File: config.mk
export PLATFORM = sky130hd
export DESIGN_NAME = tick_task_dispatcher_core
export DESIGN_NICKNAME = d
export VERILOG_FILES = /design/src/design/ttd_pkg.sv /design/src/design/ttd_ctrl.sv /design/src/design/ttd_datapath.sv /design/src/design/tick_task_dispatcher_core.sv
export SDC_FILE = /design/constraint.sdc
export NUM_CORES = 1
export LEC_CHECK = 0
export BUFFER_PORTS_ARGS = -buffer_cell sky130_fd_sc_hd__buf_2
export CORE_UTILIZATION = 45
export CTS_BUF_LIST = sky130_fd_sc_hd__clkbuf_2
export DETAILED_ROUTE_END_ITERATION = 8
export SETUP_SLACK_MARGIN = 0.05
export SLEW_MARGIN = 5
export SYNTH_ARGS = -nofsm -noshare
export SYNTH_HDL_FRONTEND = slang
export SYNTH_SLANG_ARGS = --single-unit
File: constraint.sdc
create_clock -name clk -period 3.77 [get_ports clk]
set_input_delay 0.5655 -clock clk [delete_from_list [all_inputs] [get_ports clk]]
set_output_delay 0.5655 -clock clk [all_outputs]
set_load 0.01 [all_outputs]
File: src/design/ttd_pkg.sv
package ttd_pkg;

  localparam int TASK_SLOTS_DEF = 4;
  localparam int TICK_W         = 16;
  localparam int CFG_W          = 3;
  localparam int SLOT_W         = 2;

  typedef enum logic {
    OP_POLL   = 1'b0,
    OP_FINISH = 1'b1
  } opcode_t;

  // controller -> datapath
  typedef struct packed {
    logic load_in;     // latch the accepted item, clear scan result
    logic write_slot;  // reschedule the finished slot
    logic clr_idx;
    logic inc_idx;
    logic mark;        // finish scan: flag the current slot if inside the window
    logic capture;     // poll scan: record the current slot as the answer
    logic load_out;    // move the answer into the output register
  } cmd_t;

  // datapath -> controller
  typedef struct packed {
    logic is_finish;
    logic slot_ok;     // finished slot is below the active count
    logic cnt_zero;
    logic last;        // scan index is at the last active slot
    logic hit;         // current slot is missed or due at the polled tick
  } sts_t;

endpackage

File: src/design/ttd_ctrl.sv
module ttd_ctrl (
  input  logic          clk,
  input  logic          rst_n,
  input  logic          in_valid,
  output logic          in_ready,
  output logic          out_valid,
  input  logic          out_ready,
  input  ttd_pkg::sts_t sts,
  output ttd_pkg::cmd_t cmd
);
  import ttd_pkg::*;

  typedef enum logic [3:0] {
    S_IDLE   = 4'b0001,
    S_DECODE = 4'b0010,
    S_SCAN   = 4'b0100,
    S_EMIT   = 4'b1000
  } state_t;

  state_t state_r, state_nxt;
  logic   out_valid_r, out_valid_nxt;

  always_ff @(posedge clk) begin
    if (!rst_n) begin
      state_r     <= S_IDLE;
      out_valid_r <= 1'b0;
    end else begin
      state_r     <= state_nxt;
      out_valid_r <= out_valid_nxt;
    end
  end

  always_comb begin
    state_nxt     = state_r;
    cmd           = '0;
    in_ready      = 1'b0;
    out_valid_nxt = out_valid_r && !out_ready;
    unique case (state_r)
      S_IDLE: begin
        in_ready = 1'b1;
        if (in_valid) begin
          cmd.load_in = 1'b1;
          cmd.clr_idx = 1'b1;
          state_nxt   = S_DECODE;
        end
      end
      S_DECODE: begin
        if (sts.is_finish) begin
          if (sts.slot_ok) begin
            cmd.write_slot = 1'b1;
            state_nxt      = S_SCAN;
          end else begin
            state_nxt = S_EMIT;
          end
        end else if (sts.cnt_zero) begin
          state_nxt = S_EMIT;
        end else begin
          state_nxt = S_SCAN;
        end
      end
      S_SCAN: begin
        if (sts.is_finish) begin
          cmd.mark = 1'b1;
          if (sts.last) state_nxt = S_EMIT;
          else          cmd.inc_idx = 1'b1;
        end else if (sts.hit) begin
          cmd.capture = 1'b1;
          state_nxt   = S_EMIT;
        end else if (sts.last) begin
          state_nxt = S_EMIT;
        end else begin
          cmd.inc_idx = 1'b1;
        end
      end
      S_EMIT: begin
        // hold the answer until the output register is free
        if (!out_valid_r || out_ready) begin
          cmd.load_out  = 1'b1;
          out_valid_nxt = 1'b1;
          state_nxt     = S_IDLE;
        end
      end
      default: state_nxt = S_IDLE;
    endcase
  end

  assign out_valid = out_valid_r;

`ifndef ASSERT_OFF
  a_no_overwrite: assert property (@(posedge clk) disable iff (!rst_n)
    cmd.load_out |-> (!out_valid_r || out_ready))
    else $error("pending result overwritten");

  a_emit_waits: assert property (@(posedge clk) disable iff (!rst_n)
    (state_r == S_EMIT && out_valid_r && !out_ready) |=> (state_r == S_EMIT))
    else $error("left emit state while output blocked");
`endif

endmodule

File: src/design/ttd_datapath.sv
module ttd_datapath #(
  parameter int TASK_SLOTS = ttd_pkg::TASK_SLOTS_DEF
) (
  input  logic                       clk,
  input  logic                       rst_n,
  input  logic                       cfg_we,
  input  logic [ttd_pkg::CFG_W-1:0]  cfg_wdata,
  input  logic                       in_opcode,
  input  logic [ttd_pkg::SLOT_W-1:0] in_task_index,
  input  logic [ttd_pkg::TICK_W-1:0] in_from_tick,
  input  logic [ttd_pkg::TICK_W-1:0] in_to_tick,
  input  logic [ttd_pkg::TICK_W-1:0] in_delay_ticks,
  output logic                       out_task_found,
  output logic [ttd_pkg::SLOT_W-1:0] out_chosen_task,
  input  ttd_pkg::cmd_t              cmd,
  output ttd_pkg::sts_t              sts
);
  import ttd_pkg::*;

  localparam int IDX_W = (TASK_SLOTS > 1) ? $clog2(TASK_SLOTS) : 1;
  localparam int CNT_W = $clog2(TASK_SLOTS + 1);

  logic [CFG_W-1:0]  active_r;
  logic              opcode_r;
  logic [SLOT_W-1:0] slot_r;
  logic [TICK_W-1:0] t0_r, t1_r, dly_r;
  logic [IDX_W-1:0]  idx_r;
  logic              res_found_r;
  logic [SLOT_W-1:0] res_slot_r;
  logic              out_found_r;
  logic [SLOT_W-1:0] out_slot_r;

  logic [TICK_W-1:0]     due_r [TASK_SLOTS];
  logic [TASK_SLOTS-1:0] missed_r;

  logic [CNT_W-1:0]  cnt;
  logic [IDX_W-1:0]  slot_idx;
  logic [TICK_W-1:0] cur_due;
  logic              in_win;

  function automatic logic in_window(input logic [TICK_W-1:0] t,
                                     input logic [TICK_W-1:0] lo,
                                     input logic [TICK_W-1:0] hi);
    if (lo <= hi) return (t >= lo) && (t < hi);
    return (t >= lo) || (t < hi);
  endfunction

  assign cnt      = (int'(active_r) > TASK_SLOTS) ? CNT_W'(TASK_SLOTS) : CNT_W'(active_r);
  assign slot_idx = IDX_W'(slot_r);
  assign cur_due  = due_r[idx_r];
  assign in_win   = in_window(cur_due, t0_r, t1_r);

  assign sts.is_finish = (opcode_r == OP_FINISH);
  assign sts.slot_ok   = int'(slot_r) < int'(cnt);
  assign sts.cnt_zero  = (cnt == '0);
  assign sts.last      = int'(idx_r) == int'(cnt) - 1;
  assign sts.hit       = missed_r[idx_r] || (cur_due == t0_r);

  always_ff @(posedge clk) begin
    if (!rst_n) begin
      active_r <= '0;
    end else if (cfg_we) begin
      active_r <= cfg_wdata;
    end
  end

  always_ff @(posedge clk) begin
    if (cmd.load_in) begin
      opcode_r <= in_opcode;
      slot_r   <= in_task_index;
      t0_r     <= in_from_tick;
      t1_r     <= in_to_tick;
      dly_r    <= in_delay_ticks;
    end
    if (cmd.clr_idx)      idx_r <= '0;
    else if (cmd.inc_idx) idx_r <= idx_r + 1'b1;
    if (cmd.load_in) begin
      res_found_r <= 1'b0;
      res_slot_r  <= '0;
    end else if (cmd.capture) begin
      res_found_r <= 1'b1;
      res_slot_r  <= SLOT_W'(idx_r);
    end
    if (cmd.load_out) begin
      out_found_r <= res_found_r;
      out_slot_r  <= res_slot_r;
    end
  end

  always_ff @(posedge clk) begin
    if (!rst_n) begin
      for (int i = 0; i < TASK_SLOTS; i++) due_r[i] <= '0;
      missed_r <= '0;
    end else if (cmd.write_slot) begin
      due_r[slot_idx]    <= t1_r + dly_r;
      missed_r[slot_idx] <= 1'b0;
    end else if (cmd.mark && in_win) begin
      missed_r[idx_r] <= 1'b1;
    end
  end

  assign out_task_found  = out_found_r;
  assign out_chosen_task = out_slot_r;

`ifndef ASSERT_OFF
  a_scan_in_range: assert property (@(posedge clk) disable iff (!rst_n)
    (cmd.mark || cmd.capture) |-> (int'(idx_r) < int'(cnt)))
    else $error("scan index beyond active count");

  a_write_active: assert property (@(posedge clk) disable iff (!rst_n)
    cmd.write_slot |-> (sts.slot_ok && sts.is_finish))
    else $error("reschedule of inactive slot");
`endif

endmodule

File: src/design/tick_task_dispatcher_core.sv
// Tick task dispatcher. A poll transfer (opcode 0, in_from_tick = current tick) returns the
// lowest active slot that is missed or due at that tick; a finish transfer (opcode 1)
// reschedules the slot to in_to_tick + delay_ticks and flags every active slot whose due
// tick falls in [in_from_tick, in_to_tick), wrapping through zero. Each transfer gives one
// result; finish results and empty polls read found = 0, slot 0. After acceptance the item
// passes through a decode state, a scan state that visits the active slots (all active slots
// for a finish, up to the first hit for a poll, none for an ignored finish or an empty slot
// set) and an emit state that loads the output register: a single compare unit visits one
// slot per cycle. The next item can be accepted in the cycle after the output register is
// loaded; a result still waiting in the output register holds the block until
// out_ready frees it. cfg_wdata sets the active slot count; write it only while the block
// is idle.
module tick_task_dispatcher_core #(
  parameter int TASK_SLOTS = ttd_pkg::TASK_SLOTS_DEF
) (
  input  logic                       clk,
  input  logic                       rst_n,
  input  logic                       cfg_we,
  input  logic [ttd_pkg::CFG_W-1:0]  cfg_wdata,
  input  logic                       in_valid,
  output logic                       in_ready,
  input  logic                       in_opcode,
  input  logic [ttd_pkg::SLOT_W-1:0] in_task_index,
  input  logic [ttd_pkg::TICK_W-1:0] in_from_tick,
  input  logic [ttd_pkg::TICK_W-1:0] in_to_tick,
  input  logic [ttd_pkg::TICK_W-1:0] in_delay_ticks,
  output logic                       out_valid,
  input  logic                       out_ready,
  output logic                       out_task_found,
  output logic [ttd_pkg::SLOT_W-1:0] out_chosen_task
);
  import ttd_pkg::*;

  cmd_t cmd;
  sts_t sts;

  ttd_ctrl u_ctrl (
    .clk       (clk),
    .rst_n     (rst_n),
    .in_valid  (in_valid),
    .in_ready  (in_ready),
    .out_valid (out_valid),
    .out_ready (out_ready),
    .sts       (sts),
    .cmd       (cmd)
  );

  ttd_datapath #(
    .TASK_SLOTS (TASK_SLOTS)
  ) u_datapath (
    .clk             (clk),
    .rst_n           (rst_n),
    .cfg_we          (cfg_we),
    .cfg_wdata       (cfg_wdata),
    .in_opcode       (in_opcode),
    .in_task_index   (in_task_index),
    .in_from_tick    (in_from_tick),
    .in_to_tick      (in_to_tick),
    .in_delay_ticks  (in_delay_ticks),
    .out_task_found  (out_task_found),
    .out_chosen_task (out_chosen_task),
    .cmd             (cmd),
    .sts             (sts)
  );

endmodule

### After elaboration in Yosys (flattened, before gate mapping)

Memories as Yosys holds them, arrays and structs flattened. A register that Yosys moved wholly into a read port is not among the register bits.
Cells that the tools add are included.

| word-level totals | value |
|---|---|
| register bits after elaboration | 71 |
| memory bits (writable) | 64 |
| bits of input ports | 59 |
| output and inout bits | 5 |
| logic and storage cells | 99 |
| memories | 1 |

Memories:

| name | words | width | rd ports | clocked after Yosys merged registers in | write ports | line | RTL |
|---|---|---|---|---|---|---|---|
| u_datapath.due_r | 4 | 16 | 1 | 1 | 4 | ttd_datapath.sv:33 | `logic [TICK_W-1:0] due_r [TASK_SLOTS];` |

| cells by class | value |
|---|---|
| $add $sub $neg | 3 |
| magnitude comparators | 9 |
| eq/ne operators | 8 |
| muxes and demuxes | 47 |
| bitwise operators | 3 |
| reductions and logical operators | 14 |

Operators by type and width:

| cell | count |
|---|---|
| 4-bit two-way mux | 10 |
| 3-bit by 32-bit equality test with 1-bit output | 1 |
| 1-bit two-way mux | 27 |
| 16-bit adder | 1 |
| 16-bit equality test | 1 |
| 16-bit >= comparator | 1 |
| 16-bit less-or-equal comparator | 1 |
| 16-bit < comparator | 1 |
| 16-bit two-way mux | 1 |
| 4-bit case mux with 4 select lines | 1 |
| 16-bit OR reduction | 1 |
| 2-bit by 3-bit < comparator with 1-bit output (second input constant) | 2 |
| 2-bit two-way mux | 3 |
| 3-bit two-way mux | 2 |
| 1-bit logical AND | 5 |
| 4-bit AND | 1 |
| 1-bit demux with 2-bit select | 2 |
| 4-bit by 1-bit equality test with 1-bit output (second input constant) | 1 |
| 4-bit by 2-bit equality test with 1-bit output (second input constant) | 1 |
| 4-bit by 3-bit equality test with 1-bit output (second input constant) | 1 |
| 4-bit equality test (second input constant) | 1 |
| 2-bit by 1-bit >= comparator with 1-bit output (second input constant) | 2 |
| 4-bit inverter | 1 |
| 4-bit OR | 1 |
| other kinds (12) | 15 |

### Logic depth before layout (Yosys ltp)

| depth | value |
|---|---|
| depth in word-level cells | 11 |
| depth in mapped cells | 11 |
| gate-level depth less buffers | 10 |

### Cells and area by module

Synthesis repeated with hierarchy kept, for this count alone.

| unflattened totals | value |
|---|---|
| cell total of the unflattened synthesis | 606 |
| area total of the unflattened synthesis | 7198.2 um^2 |

By module, submodules not included:

| module | instances | cells an instance | area each (um^2) | seq. area each (um^2) |
|---|---|---|---|---|
| ttd_datapath | 1 | 571 | 6900.4 | 3823.7 |
| ttd_ctrl | 1 | 35 | 297.8 | 100.1 |

### Worst setup path before layout

Ideal clock, no wire load.

| timing | value |
|---|---|
| kind | flip-flop to flip-flop |
| start point | register u_ctrl.state_r[3] |
| end point | register u_ctrl.state_r[0] |
| library setup time | 211 ps |
| arrival time | 2934 ps |
| required time | 3559 ps |
| slack | 625 ps |
| stages on the path, launching flop included | 5 |
| path buffers | 1 |
| clock period less this slack | 3145 ps |
| cell sequence | dfxtp_1 > nor4b_1 > and2_1 > clkbuf_1 > o21ai_0 |

| on the way | value |
|---|---|
| longest elaborated chain between the ends | 3 |
| elaborated cells between the ends (all ways) | 8 |
| classes of those cells | eq/ne (6); mux (1); reduce/logical (1) |

RTL lines:

| element | line | RTL |
|---|---|---|
| from (decl) | ttd_ctrl.sv:20 | `state_t state_r, state_nxt;` |
| from (signal assigned) | ttd_ctrl.sv:28 | `state_r <= state_nxt;` |
| 4-bit equality test or 4-bit by 1-bit equality test with 1-bit output (tied branches) | ttd_ctrl.sv:38 | `unique case (state_r)` |
| 2-bit by 1-bit != test with 1-bit output (no source line) or 2-bit != test (tied branches) | n/a |  |
| 2-bit AND reduction (no source line) | n/a |  |

Parallel ways exist; a longest one is shown, timed or not.
A chain may end at the register's enable or synchronous reset.

==> impl_results.md <==
* Status: finished clean
* Antenna violations before repair at 1
* First-pass GRT wire length at 25.2 mm
* Kind of critical path: register to register
* P_leak at 3.43 nW
* Cell count of the worst reg-to-reg path at 8
* Worst hold path type: input port to register
* CTS HTree Levels at 4
* RR Endpoint: u_datapath.due_r[0][5]
* Ys flop type: edfxtp_1
* WHS Path Cells at 2
* Slew margin rel. at 54.6%
* Finish-stage setup viols at 0
* Synthesized area at 7010 µm²
* Max Root-Sink Buffers at 2
* Sw frac at 27.6%
* Setup tns final at 0 ns
* Starting Density at 46.1%
* Final non-filler cell total at 891
* Cell-internal power at 2.31 mW
* Clock power share at 29.8%
* DR WL/cell at 17.8 µm
* Share of the synthesized area in the top cell type at 50.5%
* Final worst slack at 0.357 ns
* Sequential cell area fraction in the yosys report at 56.0%
* Flop-to-flop setup slack at 0.36 ns
* CP required at 4.18 ns
* Number of global-route vias before repair at 4942
* Fin area at 8380 µm²
* Row count at 45
* Number of synthesized flops with an enable pin at 118
* CTS sink cnt at 137
* Avg Inst Size Synth at 12.5 µm²
* Minimum clock period after layout at 3.41 ns
* Final nets at 818
* Clk slew on worst S/H paths at 0.21 ns
* Synth area leader: edfxtp_1
* Routability Congestion at 0.847
* Crit-path max FO at 15
* Top cells by area, synth: edfxtp_1, ha_1, dfxtp_1, mux4_2, nor2_1
* Ys async rst share at 0%
* Die height at 127 µm
* Pin count of the biggest net entering global routing at 31
* Dpl cells at 803
* VDD IR-drop max at 0.242 mV
* Number of CTS-inserted buffers at 17
* Tot GR Track Use at 21.1%
* PD cells at 382 nW/µm²
* DR vias at 4830
* Most common library cells after synthesis: edfxtp_1, nor2_1, ha_1
* Vias per cell at 5.42
* Die width at 127 µm
* Max Clk Rate at 293 MHz
* Crit end category: register
* Iter 0 DRT Violations at 407
* I/O pins at 64
* Startpoint types: register
* DRC at 0
* Postcts setup bufs at 0
* P&R area growth vs syn at 19.5%
* CP Capture Point: u_datapath.due_r[0][5]
* Worst slack at placement at 0.417 ns
* Period utilisation layout at 90.5%
* Comb pwr share at 15.1%
* Most common cell in the netlist: edfxtp_1
* Hold Startpoint: rst_n
* Flop pwr share at 55.1%
* RSZ-0062 raised after global routing: no
* Die area at 16100 µm²
* Clock Skew at 0.0406 ns
* Worst-skew pair later-pin latency at 0.73 ns
* Pre-antenna DRT Iters at 5
* Final HPWL DP at 11.4 mm
* Slew Viols, Final at 0
* Dpl cell area at 7560 µm²
* CP Data Arrival Time at 3.82 ns
* #FFs+latches synth at 137
* Max cap viols at 0
* P_sw at 0.883 mW
* Gate Count Post-Synth at 559
* Root buffer cell: clkbuf_2
* FILL cells at 1299
* Crit Reg-Reg Startpoint: u_datapath.active_r[2]
* Antenna Nets Post-Route at 0
* Critical Path Source: u_datapath.active_r[2]
* Overall routed net length at 15.9 mm
* Post-Syn Nets at 688
* Share of layout cells above drive strength 1 at 17.8%
* CTS tree: done
* Total grt overflow at 0
* # port buffers at 63
* Synth warnings at 0
* Worst Tran Pin Value at 0.681 ns
* Cell variety after synth at 55
* Final-report hold violation count at 0
* Area of the core at 15200 µm²
metrics by stage:
stage          util, %  hold WS [ns]  total power, mW
4_1_cts           55.1        0.0337             3.22
3_3_place_gp      49.7         0.418             2.22
3_5_place_dp      49.7         0.418             2.23
6_report          55.1         0.110             3.20
2_1_floorplan        -         0.408             2.08
5_1_grt           55.1        0.0471             3.35
worst max-delay path, cell delays in order (launching register included):
cell      delay (ns)
dfxtp_1         0.50
nand2b_1        0.21
ha_1            0.25
a21oi_1         0.22
o211ai_2        0.19
or2_1           0.49
or3_1           0.70
nand2_1         0.25
buf_4           0.29
state kept, by name, summed over array words and instances, names as in the netlist, 3 cells and up, named ones only:
signal and flops:
u_datapath.missed_r 4, u_datapath.active_r 3, u_datapath.t0_r 16, u_datapath.t1_r 16, u_ctrl.state_r 4, u_datapath.dly_r 16
u_datapath.due_r 64
cell usage in the layout (no fill, tap or decap), drive strengths merged, types with 3 or more instances in the layout:
| master | synthesis | layout |
|---|---|---|
| clkbuf | 11 | 19 |
| xor2 | 9 | 9 |
| nor2b | 6 | 6 |
| xnor2 | 7 | 7 |
| o211ai | 9 | 9 |
| inv | 42 | 46 |
| clkinvlp | 0 | 3 |
| mux2i | 8 | 8 |
| nor3 | 5 | 5 |
| nand2b | 7 | 7 |
| dlygate4sd3 | 0 | 55 |
| and2 | 4 | 4 |
| nand2 | 19 | 19 |
| dfxtp | 19 | 19 |
| o21a | 4 | 4 |
| edfxtp | 118 | 118 |
| or3 | 4 | 4 |
| a21oi | 31 | 31 |
| nor4b | 5 | 5 |
| ha | 69 | 69 |
| nor4 | 4 | 4 |
| a211oi | 5 | 5 |
| buf | 4 | 71 |
| nand4 | 11 | 11 |
| bufinv | 0 | 3 |
| a21o | 7 | 7 |
| o21ai | 13 | 13 |
| nand3 | 7 | 7 |
| nor2 | 86 | 86 |
| mux4 | 16 | 16 |
| clkinv | 1 | 4 |
layer usage:
metal  GRT usage, %  wire (µm)  up-vias
met1           28.2       7150     2317
li1               -          -     2339
met2           33.9       7530      155
met3           4.89        984       19
met4           7.21        225        0
met5              0          0        -
worst min path at each step:
stage,slack [ns],endpoint
finish,0.11,u_ctrl.state_r[0]
global route,0.05,u_ctrl.state_r[0]
CTS,0.03,u_ctrl.state_r[0]
detailed placement,0.42,u_datapath.out_task_found
global placement,0.42,u_datapath.out_chosen_task[0]
floorplan,0.41,u_datapath.out_chosen_task[0]
kinds of logic (layout without fill, tap and decap cells):
logic type | count (synthesis) | in the layout | share of synthesized area (%)
xor gates and xnor gates | 16 | 16 | 2.00
buffers and inverters | 58 | 201 | 3.37
DFF | 137 | 137 | 56.0
and+or+nand+nor | 163 | 163 | 11.0
muxes | 25 | 25 | 6.50
AOI/OAI and AO/OA | 90 | 90 | 8.55
adders and majority gates | 70 | 70 | 12.6
other | 0 | 1 | 0
power groups by stage:
stage / combinational (mW) / clock, mW / sequential (mW)
2_1_floorplan: 0.299 / 0 / 1.78
3_3_place_gp: 0.427 / 0 / 1.79
3_5_place_dp: 0.437 / 0 / 1.79
4_1_cts: 0.484 / 0.977 / 1.76
5_1_grt: 0.539 / 1.04 / 1.77
6_report: 0.483 / 0.952 / 1.76
repair_timing:
action / CTS / global route
endpoints found under the hold margin: 55 / 0
hold buffers: 55 / 0
gates resized for setup: 0 / 0
final cells by class:
cell class	count	area [µm²]	area share, %
timing repair buffer	126	938	11.2
antenna	1	2.50	0.0299
clock buffer	19	95.1	1.14
sequential	137	3920	46.8
multi-input combinational	364	2850	34.1
inverter	43	161	1.93
tap	188	235	2.81
clock inverter	13	169	2.02
(Power assumes the default switching activity.)
